[src/design/hbp_pkg.sv]
// shared types and constants for the huffman bit packer
// payload structs, command codes, table entry type and length helper
// no dependencies
package hbp_pkg;

  localparam int SYMBOL_COUNT  = 256;
  localparam int MAX_CODE_BITS = 32;
  localparam int BYTE_BITS     = 8;
  localparam int CODE_BITS     = 32;
  localparam int LEN_BITS      = 6;
  localparam int SYM_BITS      = 8;
  localparam int ADDR_W        = $clog2(SYMBOL_COUNT);
  localparam int REM_W         = $clog2(MAX_CODE_BITS + 1);
  localparam int CODE_IDX_W    = $clog2(CODE_BITS);
  localparam int CNT_W         = $clog2(BYTE_BITS);

  localparam logic [1:0] CMD_LOAD   = 2'd0;
  localparam logic [1:0] CMD_ENCODE = 2'd1;
  localparam logic [1:0] CMD_FLUSH  = 2'd2;

  typedef struct packed {
    logic [1:0]          command;
    logic [SYM_BITS-1:0] symbol;
    logic [CODE_BITS-1:0] code_value;
    logic [LEN_BITS-1:0] code_length;
  } in_t;

  typedef struct packed {
    logic [BYTE_BITS-1:0] packed_byte;
    logic                 last_of_run;
  } out_t;

  typedef struct packed {
    logic [LEN_BITS-1:0]  len;
    logic [CODE_BITS-1:0] code;
  } entry_t;

  typedef struct packed {
    logic start_enc;
    logic start_flush;
  } pk_ctl_t;

  typedef struct packed {
    logic busy;
  } pk_stat_t;

  // clamp a stored length to the longest code the packer shifts
  function automatic logic [REM_W-1:0] sat_len(input logic [LEN_BITS-1:0] len);
    logic [REM_W-1:0] res;
    if (int'(len) > MAX_CODE_BITS) begin
      res = REM_W'(MAX_CODE_BITS);
    end else begin
      res = REM_W'(len);
    end
    return res;
  endfunction

endpackage

[src/design/hbp_packer.sv]
// bit-serial packer shifts one code bit per cycle into the pending byte
// unless its byte is full and the output is stalled; holds pending bits,
// remaining length and the output register; depends on hbp_pkg
module hbp_packer
  import hbp_pkg::*;
(
  input  logic     clk,
  input  logic     rst_n,
  input  pk_ctl_t  ctl,
  input  entry_t   entry,
  output pk_stat_t stat,
  output logic     out_valid,
  input  logic     out_stall,
  output out_t     out_data
);

  logic [BYTE_BITS-2:0]  acc_r, acc_nxt;
  logic [CNT_W-1:0]      cnt_r, cnt_nxt;
  logic [REM_W-1:0]      rem_r, rem_nxt;
  logic [CODE_BITS-1:0]  code_r, code_nxt;
  logic                  flush_r, flush_nxt;
  logic                  busy_r, busy_nxt;
  logic                  out_valid_r, out_valid_nxt;
  out_t                  out_data_r, out_data_nxt;

  logic [REM_W-1:0]      pos;
  logic [CODE_IDX_W-1:0] idx;
  logic                  bit_in;
  logic                  full;
  logic                  can_emit;
  logic                  step;
  logic                  done;
  logic [REM_W-1:0]      start_len;

  assign pos       = rem_r - REM_W'(1);
  assign idx       = CODE_IDX_W'(pos);
  assign bit_in    = !flush_r && (int'(pos) < CODE_BITS) && code_r[idx];
  assign full      = (cnt_r == CNT_W'(BYTE_BITS - 1));
  assign can_emit  = !out_valid_r || !out_stall;
  assign step      = busy_r && (!full || can_emit);
  assign done      = flush_r ? full : (rem_r == REM_W'(1));
  assign start_len = sat_len(entry.len);

  always_comb begin
    acc_nxt       = acc_r;
    cnt_nxt       = cnt_r;
    rem_nxt       = rem_r;
    code_nxt      = code_r;
    flush_nxt     = flush_r;
    busy_nxt      = busy_r;
    out_valid_nxt = out_valid_r && out_stall;
    out_data_nxt  = out_data_r;

    if (ctl.start_enc) begin
      code_nxt  = entry.code;
      rem_nxt   = start_len;
      flush_nxt = 1'b0;
      busy_nxt  = (start_len != '0);
    end else if (ctl.start_flush) begin
      flush_nxt = 1'b1;
      busy_nxt  = (cnt_r != '0);
    end else if (step) begin
      if (full) begin
        acc_nxt                  = '0;
        cnt_nxt                  = '0;
        out_valid_nxt            = 1'b1;
        out_data_nxt.packed_byte = {acc_r, bit_in};
        // last byte on a flush, or when fewer than a byte of bits remain
        out_data_nxt.last_of_run = flush_r || (rem_r <= REM_W'(BYTE_BITS));
      end else begin
        acc_nxt = {acc_r[BYTE_BITS-3:0], bit_in};
        cnt_nxt = cnt_r + CNT_W'(1);
      end
      if (!flush_r) begin
        rem_nxt = pos;
      end
      busy_nxt = !done;
    end
  end

  always_ff @(posedge clk) begin
    if (!rst_n) begin
      acc_r       <= '0;
      cnt_r       <= '0;
      busy_r      <= 1'b0;
      out_valid_r <= 1'b0;
      flush_r     <= 1'b0;
    end else begin
      acc_r       <= acc_nxt;
      cnt_r       <= cnt_nxt;
      busy_r      <= busy_nxt;
      out_valid_r <= out_valid_nxt;
      flush_r     <= flush_nxt;
    end
  end

  always_ff @(posedge clk) begin
    rem_r      <= rem_nxt;
    code_r     <= code_nxt;
    out_data_r <= out_data_nxt;
  end

  assign stat.busy = busy_r;
  assign out_valid = out_valid_r;
  assign out_data  = out_data_r;

endmodule

[config.mk]
export PLATFORM = sky130hd
export DESIGN_NAME = hbp_packer
export DESIGN_NICKNAME = d
export VERILOG_FILES = /design/src/design/hbp_pkg.sv /design/src/design/hbp_packer.sv
export SDC_FILE = /design/constraint.sdc
export NUM_CORES = 1
export LEC_CHECK = 0
export BUFFER_PORTS_ARGS = -buffer_cell sky130_fd_sc_hd__buf_2
export CORE_UTILIZATION = 54
export DETAILED_ROUTE_END_ITERATION = 8
export PLACE_DENSITY_LB_ADDON = 0.12
export SLEW_MARGIN = 20
export SYNTH_ARGS = -nofsm -noshare
export SYNTH_HDL_FRONTEND = slang
export SYNTH_SLANG_ARGS = --single-unit
[constraint.sdc]
create_clock -name clk -period 2.85 [get_ports clk]
set_input_delay 0.285 -clock clk [delete_from_list [all_inputs] [get_ports clk]]
set_output_delay 0.285 -clock clk [all_outputs]
set_load 0.005 [all_outputs]
After elaboration in Yosys (flattened, before gate mapping)
Cells that the tools add are included.
{"block": "word_totals", "ff_bits": 60, "in_bits": 43, "wordCells": 59}
{"block": "classes", "addsub": 2, "n_lt_le_gt_ge": 4, "eq_ne": 4, "muxes": 17, "n_bitwise": 3, "reduce_logical": 20}
{"cell": "two-way mux 6 bit", "n": 5}
{"cell": "two-way mux 1 bit", "n": 9}
{"cell": "two-way mux 7 bit", "n": 1}
{"cell": "equality test 6 x 1 -> 1 bit, second input constant", "n": 1}
{"cell": "greater-than comparator 6 bit, second input constant", "n": 1}
{"cell": "<= comparator 6 x 4 -> 1 bit, second input constant", "n": 1}
{"cell": "< comparator 5 x 6 -> 1 bit, second input constant", "n": 1}
{"cell": "< comparator 6 bit, second input constant", "n": 1}
{"cell": "AND reduction 3 bit", "n": 2}
{"cell": "nonzero test 3 bit", "n": 2}
{"cell": "nonzero test 6 bit", "n": 1}
{"cell": "subtractor 6 x 1 -> 6 bit, second input constant", "n": 1}
{"cell": "binary-select mux 1 bit (select 5 bit)", "n": 1}
{"cell": "logical NOT 1 bit", "n": 5}
{"cell": "logical AND 1 bit", "n": 4}
{"cell": "AND reduction 4 bit", "n": 1}
{"cell": "adder 3 x 1 -> 3 bit, second input constant", "n": 1}
{"cell": "equality test 3 bit, second input constant", "n": 1}
{"cell": "logical OR 1 bit", "n": 3}
{"cell": "two-way mux 3 bit", "n": 1}
{"cell": "NOT 1 bit", "n": 3}
{"cell": "!= test 2 x 1 -> 1 bit, second input constant", "n": 1}
{"cell": "!= test 2 bit, second input constant", "n": 1}
{"cell": "nonzero test 2 bit", "n": 1}
{"cell": "OR reduction 2 bit", "n": 1}

Depth between registers and ports, before layout
Gate-level depths: netlist of the first run.
{"block": "logic_depth", "word_depth": 7, "depth_mapped": 10, "depth_no_buf": 8}

Worst setup path after synthesis of the first run
OpenSTA, ideal clock, no wires.
{"block": "synth_timing", "path_kind": "register to register", "start": "reg rem_r[0]", "end": "reg acc_r[0]", "arrival_ps": 2313, "slack_ps": 420, "stages_incl_launch_ff": 10, "period_less_slack_ps": 2430, "path_cell_list": "edfxtp_1 > buf_2 > inv_1 > ha_1 > clkbuf_1 > mux4_2 > a21oi_2 > nor3_1 > a22o_1 > a32o_1"}
{"block": "synth_via", "elab_chain_len": 5, "word_cells_on_any_way": 7, "cone_classes": "1 x add/sub; 1 x order compare; 3 x mux; 2 x reduce/logical"}
{"item": "start, declared", "line_no": "hbp_packer.sv:19", "text": "logic [REM_W-1:0] rem_r, rem_nxt;"}
{"item": "start signal, assigned", "line_no": "hbp_packer.sv:98", "text": "rem_r <= rem_nxt;"}
{"item": "subtractor 6 x 1 -> 6 bit (*)", "line_no": "hbp_packer.sv:35", "text": "assign pos = rem_r - REM_W'(1);"}
{"item": "binary-select mux 1 bit (select 5 bit) or < comparator 6 bit (tied branches)", "line_no": "hbp_packer.sv:37", "text": "assign bit_in = !flush_r && (int'(pos) < CODE_BITS) && code_r[idx];"}
{"item": "two-way mux 1 bit (not written as such) or logical AND 1 bit (tied branches)", "line_no": "hbp_packer.sv:37"}
{"item": "logical AND 1 bit (*)", "line_no": "hbp_packer.sv:37"}
{"item": "via bit_in", "line_no": "hbp_packer.sv:28", "text": "logic bit_in;"}
{"item": "two-way mux 7 bit (*)", "line_no": "hbp_packer.sv:63", "text": "if (full) begin"}
{"item": "end signal, assigned", "line_no": "hbp_packer.sv:89", "text": "acc_r <= acc_nxt;"}
{"item": "end, declared", "line_no": "hbp_packer.sv:17", "text": "logic [BYTE_BITS-2:0] acc_r, acc_nxt;"}
The timed path passes the listed nets; every way through them passes the cells marked *. The select of a mux whose other input is x is not followed.
A chain may end at the register's enable or synchronous reset.

Worst setup path after layout of the first run
{"block": "layout_timing", "start": "reg rem_r[1]", "end": "reg acc_r[0]"}
Same word-level chain as after synthesis.

==> impl_metrics.ini, run 1 <==
[status]
status = complete, no violations

[cells_and_area]
diodes = 0
area_growth_pct = 19.5
layout-drive-gt1-share = 0.331
fillCellCount = 349
nets = 301

[sta]
fin_crit_ns = 2.27
finalCritPeriodShare = 0.796
relSlewSlack = 0.589
setup_violations = 0
hold_viol_final = 0
fmax_mhz = 441
drv_slew = 0
tightest_slew_ns = 0.617
setup_tns_ns = 0
finalClockSkew_ns = 0.00806
rsz0062_at_grt = no
setup_ws_ns = 0.580

[setup_path]
arrival_ns = 2.49
criticalPathCategory = reg2reg
critPathLaunch = rem_r[1]
endpoint_kind = flip-flop
crit_fanout = 8
start_kind = flip-flop
cp_data_required_time_ns = 3.07
r2r_start = rem_r[1]

[drt]
drcViolationCount = 0
num_vias = 1693
vias_per_cell = 5.23
dr.pass1.iters = 4
routedWlPerCell_um = 13.7
antenna_left = 0
drt-initial-drc-count = 86
wirelength_um = 4430

[yosys]
yosysTopAreaCellShare = 0.532
synth-async-reset-ratio = 0
netlist_instances = 194
yosysTopAreaCell = edfxtp_1
synth_edf_count = 47
synth_area_leaders = edfxtp_1 53%, dfxtp_1 9.8%, mux4_2 6.8%
ys_seq_elements = 60
syn_avg_cell_area_sq_um = 13.7
synth.most_common_cell = edfxtp_1
synth_ff_type = edfxtp_1
ys_seq_area_frac = 0.630
syn_area_sq_mm = 0.00265
ys_warn_count = 0
synth.distinct_cells = 43
syn_nets = 243
yosys-top-cells-count = 47 x edfxtp_1, 13 x a21oi_1, 13 x dfxtp_1, 12 x nand2_1

[clock_tree]
numCtsBuffers = 9
tritoncts = done
clock_sinks = 60
cts_hold_buf = 0
htreeDepth = 3
post_cts_buffers = 0
cts.repair.resized = 0
clock_path_buffers = 2
clockRootBuffer = clkbuf_8
clk_latency_ns = 0.33
clk_pin_slew_worst_paths_ns = 0.07

[place]
pre_cts_ws_ns = 0.585
port_buffers = 53
routabilityCongestion = 0.792
dp_hpwl_um = 3100

[floorplan]
die_width_um = 72.1
core_sq_mm = 0.00472
rows = 25
die_area_sq_mm = 0.00519
fp.dieH_um = 72.1
io_pins = 54
start_util = 0.561

[global_route]
grt_pass1_wl_um = 7070
grt_pass1_vias = 1542
grtUsageTotal = 0.187
antenna_found_initial = 0
overflow = 0
grt_max_degree = 33

[power]
power.static_leakage_nw = 1.21
power_density_mw_per_mm2 = 627
worst_ir_drop_vdd_v = 0.000430

[worst_hold_path]
min_path_type = in2reg
hold_start = entry[28]

[flow_run]
cap_violations = 0
==> flip-flops by register name, indices dropped and copies added, names as in the netlist <==
name	cells
out_valid	1
acc_r	7
flush_r	1
code_r	32
stat	1
rem_r	6
cnt_r	3
out_data	9
==> routing by layer <==
| metal | global-route usage | part of all wire | up-vias |
|---|---|---|---|
| li1 | - | - | 848 |
| met1 | 0.254 | 0.49 | 781 |
| met2 | 0.271 | 0.45 | 60 |
| met3 | 0.0597 | 0.057 | 4 |
| met4 | 0.0980 | 0.0063 | 0 |
| met5 | 0 | 0 | - |
==> worst paths after layout <==
kind | to | slack [ns] | cells past startpoint
worst max-delay path | acc_r[0] | 0.58 | 8
worst min-delay path | code_r[28] | 0.13 | 1
worst max register to register | acc_r[0] | 0.58 | 8
worst min register to register | out_data[8] | 0.44 | 0
==> critical path: stages, from the launching register on <==
cell	delay (ns)
edfxtp_1	0.46
inv_1	0.13
ha_1	0.35
or3b_1	0.46
nand3b_1	0.11
o31a_1	0.15
nor3_1	0.05
a22o_1	0.23
a32o_1	0.21
==> placed cells by master, fill, tap and decap left out, types with 2 or more instances in the layout <==
cell type	n
a211o_1	2
a21oi_1	13
buf_2	53
buf_4	5
clkbuf_1	2
clkbuf_8	9
clkinv_2	3
dfxtp_1	13
edfxtp_1	47
ha_1	6
inv_1	7
mux2i_1	2
mux4_2	8
nand2_1	12
nand3_1	2
nand3b_1	2
nand4_1	2
nor2_1	10
nor2b_1	10
nor3_1	3
nor3b_1	8
o21ai_0	6
o22ai_1	4
o31ai_1	2
xnor2_1	2
xor2_1	3
==> cells by family after synthesis <==
kind of cell / Yosys count / synth area share
buf+inv: 18 / 0.0297
mux: 10 / 0.0755
fa+ha+maj: 6 / 0.0283
compound gates: 36 / 0.0868
xor+xnor: 5 / 0.0165
flops: 60 / 0.630
simple gates: 59 / 0.133
==> power by group <==
group	leakage, nW	total (mW)	internal (mW)	switching [mW]
clock network	0.0931	0.709	0.399	0.310
logic	0.562	0.243	0.122	0.120
registers	0.552	1.04	1.00	0.0332
total	1.21	1.99	1.52	0.464
==> metrics by stage <==
| step | total power [mW] | cell area [sq um] | instances | utilization | hold WS [ns] |
|---|---|---|---|---|---|
| final | 1.99 | 3170 | 324 | 0.671 | 0.126 |
| after CTS | 2.00 | 3170 | 324 | 0.671 | 0.111 |
| after floorplan | 1.22 | 2650 | 194 | - | 0.384 |
| after detailed placement | 1.30 | 2990 | 308 | 0.632 | 0.422 |
| after global placement | 1.29 | 2990 | 308 | 0.632 | 0.420 |
| after global routing | 2.07 | 3170 | 324 | 0.671 | 0.105 |
==> final cells by class <==
| class | instances | area [sq um] | area share |
|---|---|---|---|
| clock buffers | 11 | 131 | 0.0415 |
| clock inverters | 5 | 52.6 | 0.0166 |
| inverters | 7 | 26.3 | 0.00829 |
| multi-input cells | 116 | 901 | 0.284 |
| flip-flops and latches | 60 | 1670 | 0.527 |
| well taps | 67 | 83.8 | 0.0265 |
| repair buffers | 58 | 303 | 0.0955 |
(Power assumes the default switching activity.)
==> run 2: changes to the inputs <==
==> constraint.sdc (replaced) <==
create_clock -name clk -period 2.2 [get_ports clk]
set_input_delay 0.22 -clock clk [delete_from_list [all_inputs] [get_ports clk]]
set_output_delay 0.22 -clock clk [all_outputs]
set_load 0.005 [all_outputs]
==> impl_metrics.ini, run 2 (synthesized netlist as in run 1, its figures left out) <==
[status]
status = complete, no violations

[floorplan]
core_sq_mm = 0.00472
io_pins = 54
die_area_sq_mm = 0.00519
fp.dieH_um = 72.1
die_width_um = 72.1
start_util = 0.561
rows = 25

[drt]
vias_per_cell = 5.36
num_vias = 1775
drt-initial-drc-count = 114
drcViolationCount = 0
routedWlPerCell_um = 14.2
dr.pass1.iters = 4
antenna_left = 0
wirelength_um = 4710

[clock_tree]
clock_path_buffers = 2
htreeDepth = 3
tritoncts = done
clk_pin_slew_worst_paths_ns = 0.07
numCtsBuffers = 9
clk_latency_ns = 0.33
clockRootBuffer = clkbuf_8
clock_sinks = 60

[sta]
fin_crit_ns = 2.04
setup_violations = 0
drv_slew = 0
rsz0062_at_grt = no
tightest_slew_ns = 0.505
relSlewSlack = 0.663
hold_viol_final = 0
fmax_mhz = 491
finalClockSkew_ns = 0.00702
holdWs_ns = 0.0611
finalCritPeriodShare = 0.925
setup_tns_ns = 0

[cells_and_area]
nets = 308
layout_commonest_cell = buf_2
fin_area_sq_mm = 0.00325
largest_reg_flops = 32
diodes = 0
final_cell_mix = 53 x buf_2, 47 x edfxtp_1, 13 x a21oi_1, 13 x dfxtp_1
layout-drive-gt1-share = 0.360
fillCellCount = 347
area_growth_pct = 22.4
top_register = code_r

[place]
port_buffers = 53
routabilityCongestion = 0.786
dpl_cell_area_sq_mm = 0.00304
dp_hpwl_um = 3460

[global_route]
overflow = 0
grt_pass1_wl_um = 7940
antenna_found_initial = 0
grt_pass1_vias = 1747
grt_max_degree = 45
grtUsageTotal = 0.208

[setup_path]
reg2reg_depth = 7
endpoint_kind = flip-flop
criticalPathCategory = reg2reg
start_kind = flip-flop
cp_data_required_time_ns = 2.43
arrival_ns = 2.26
crit_fanout = 10

[power]
worst_ir_drop_vdd_v = 0.000558
power.static_leakage_nw = 1.25
finalPower_mw = 2.67
power_density_mw_per_mm2 = 823

[worst_hold_path]
min_path_type = in2reg
whs_path_depth = 1

[flow_run]
cap_violations = 0
==> run 2: cell types whose count changed in the layout (fill, tap and decap cells not counted), sizes merged <==
| cell | delta |
|---|---|
| buf | +7 |
| clkbuf | +1 |
| clkinv | -1 |
==> run 2: through the flow <==
step	std cells	utilization	worst slack, ns
3_5_place_dp	315	0.644	0.117
6_report	331	0.687	0.165
5_1_grt	331	0.687	0.0243
3_3_place_gp	315	0.644	0.193
4_1_cts	331	0.687	0.107
2_1_floorplan	194	-	0.0174
==> run 2: where the power goes <==
group	switching (mW)	internal (mW)
registers	0.0364	1.30
clock network	0.409	0.581
logic	0.169	0.177
total	0.614	2.06
==> run 2: worst max-delay path: stages (launching register included) <==
cell	delay, ns
edfxtp_1	0.41
buf_4	0.21
or3_4	0.34
a211o_1	0.33
a21oi_2	0.13
nor3_1	0.07
a22o_1	0.24
a32o_1	0.21
==> run 2: repair_timing <==
item,in CTS,in global routing
setup buffers,0,0
hold endpoints to repair,0,0
endpoints found under the setup margin,0,1
hold buffers,0,0
gates resized for setup,0,1
==> run 2: final cells by class <==
cell class / instances / area (sq um) / area share
tap: 67 / 83.8 / 0.0258
timing repair buffer: 65 / 355 / 0.109
sequential: 60 / 1670 / 0.515
inverter: 7 / 26.3 / 0.00810
clock buffer: 12 / 155 / 0.0478
clock inverter: 4 / 47.5 / 0.0146
multi-input combinational: 116 / 906 / 0.279
==> run 2: worst paths after layout <==
path	startpoint	end	slack [ns]
hold reg to reg	acc_r[6]	out_data[8]	0.44
setup reg to reg	rem_r[0]	acc_r[0]	0.16
setup / recovery	rem_r[0]	acc_r[0]	0.16
hold / removal	entry[4]	code_r[4]	0.06
==> run 2: per-layer routing <==
| metal | vias up | routed length (um) | share of wire | global-route usage |
|---|---|---|---|---|
| li1 | 868 | - | - | - |
| met1 | 850 | 2300 | 0.49 | 0.285 |
| met2 | 49 | 2110 | 0.45 | 0.310 |
| met3 | 8 | 215 | 0.046 | 0.0625 |
| met4 | 0 | 85 | 0.018 | 0.0871 |
| met5 | - | 0 | 0 | 0 |
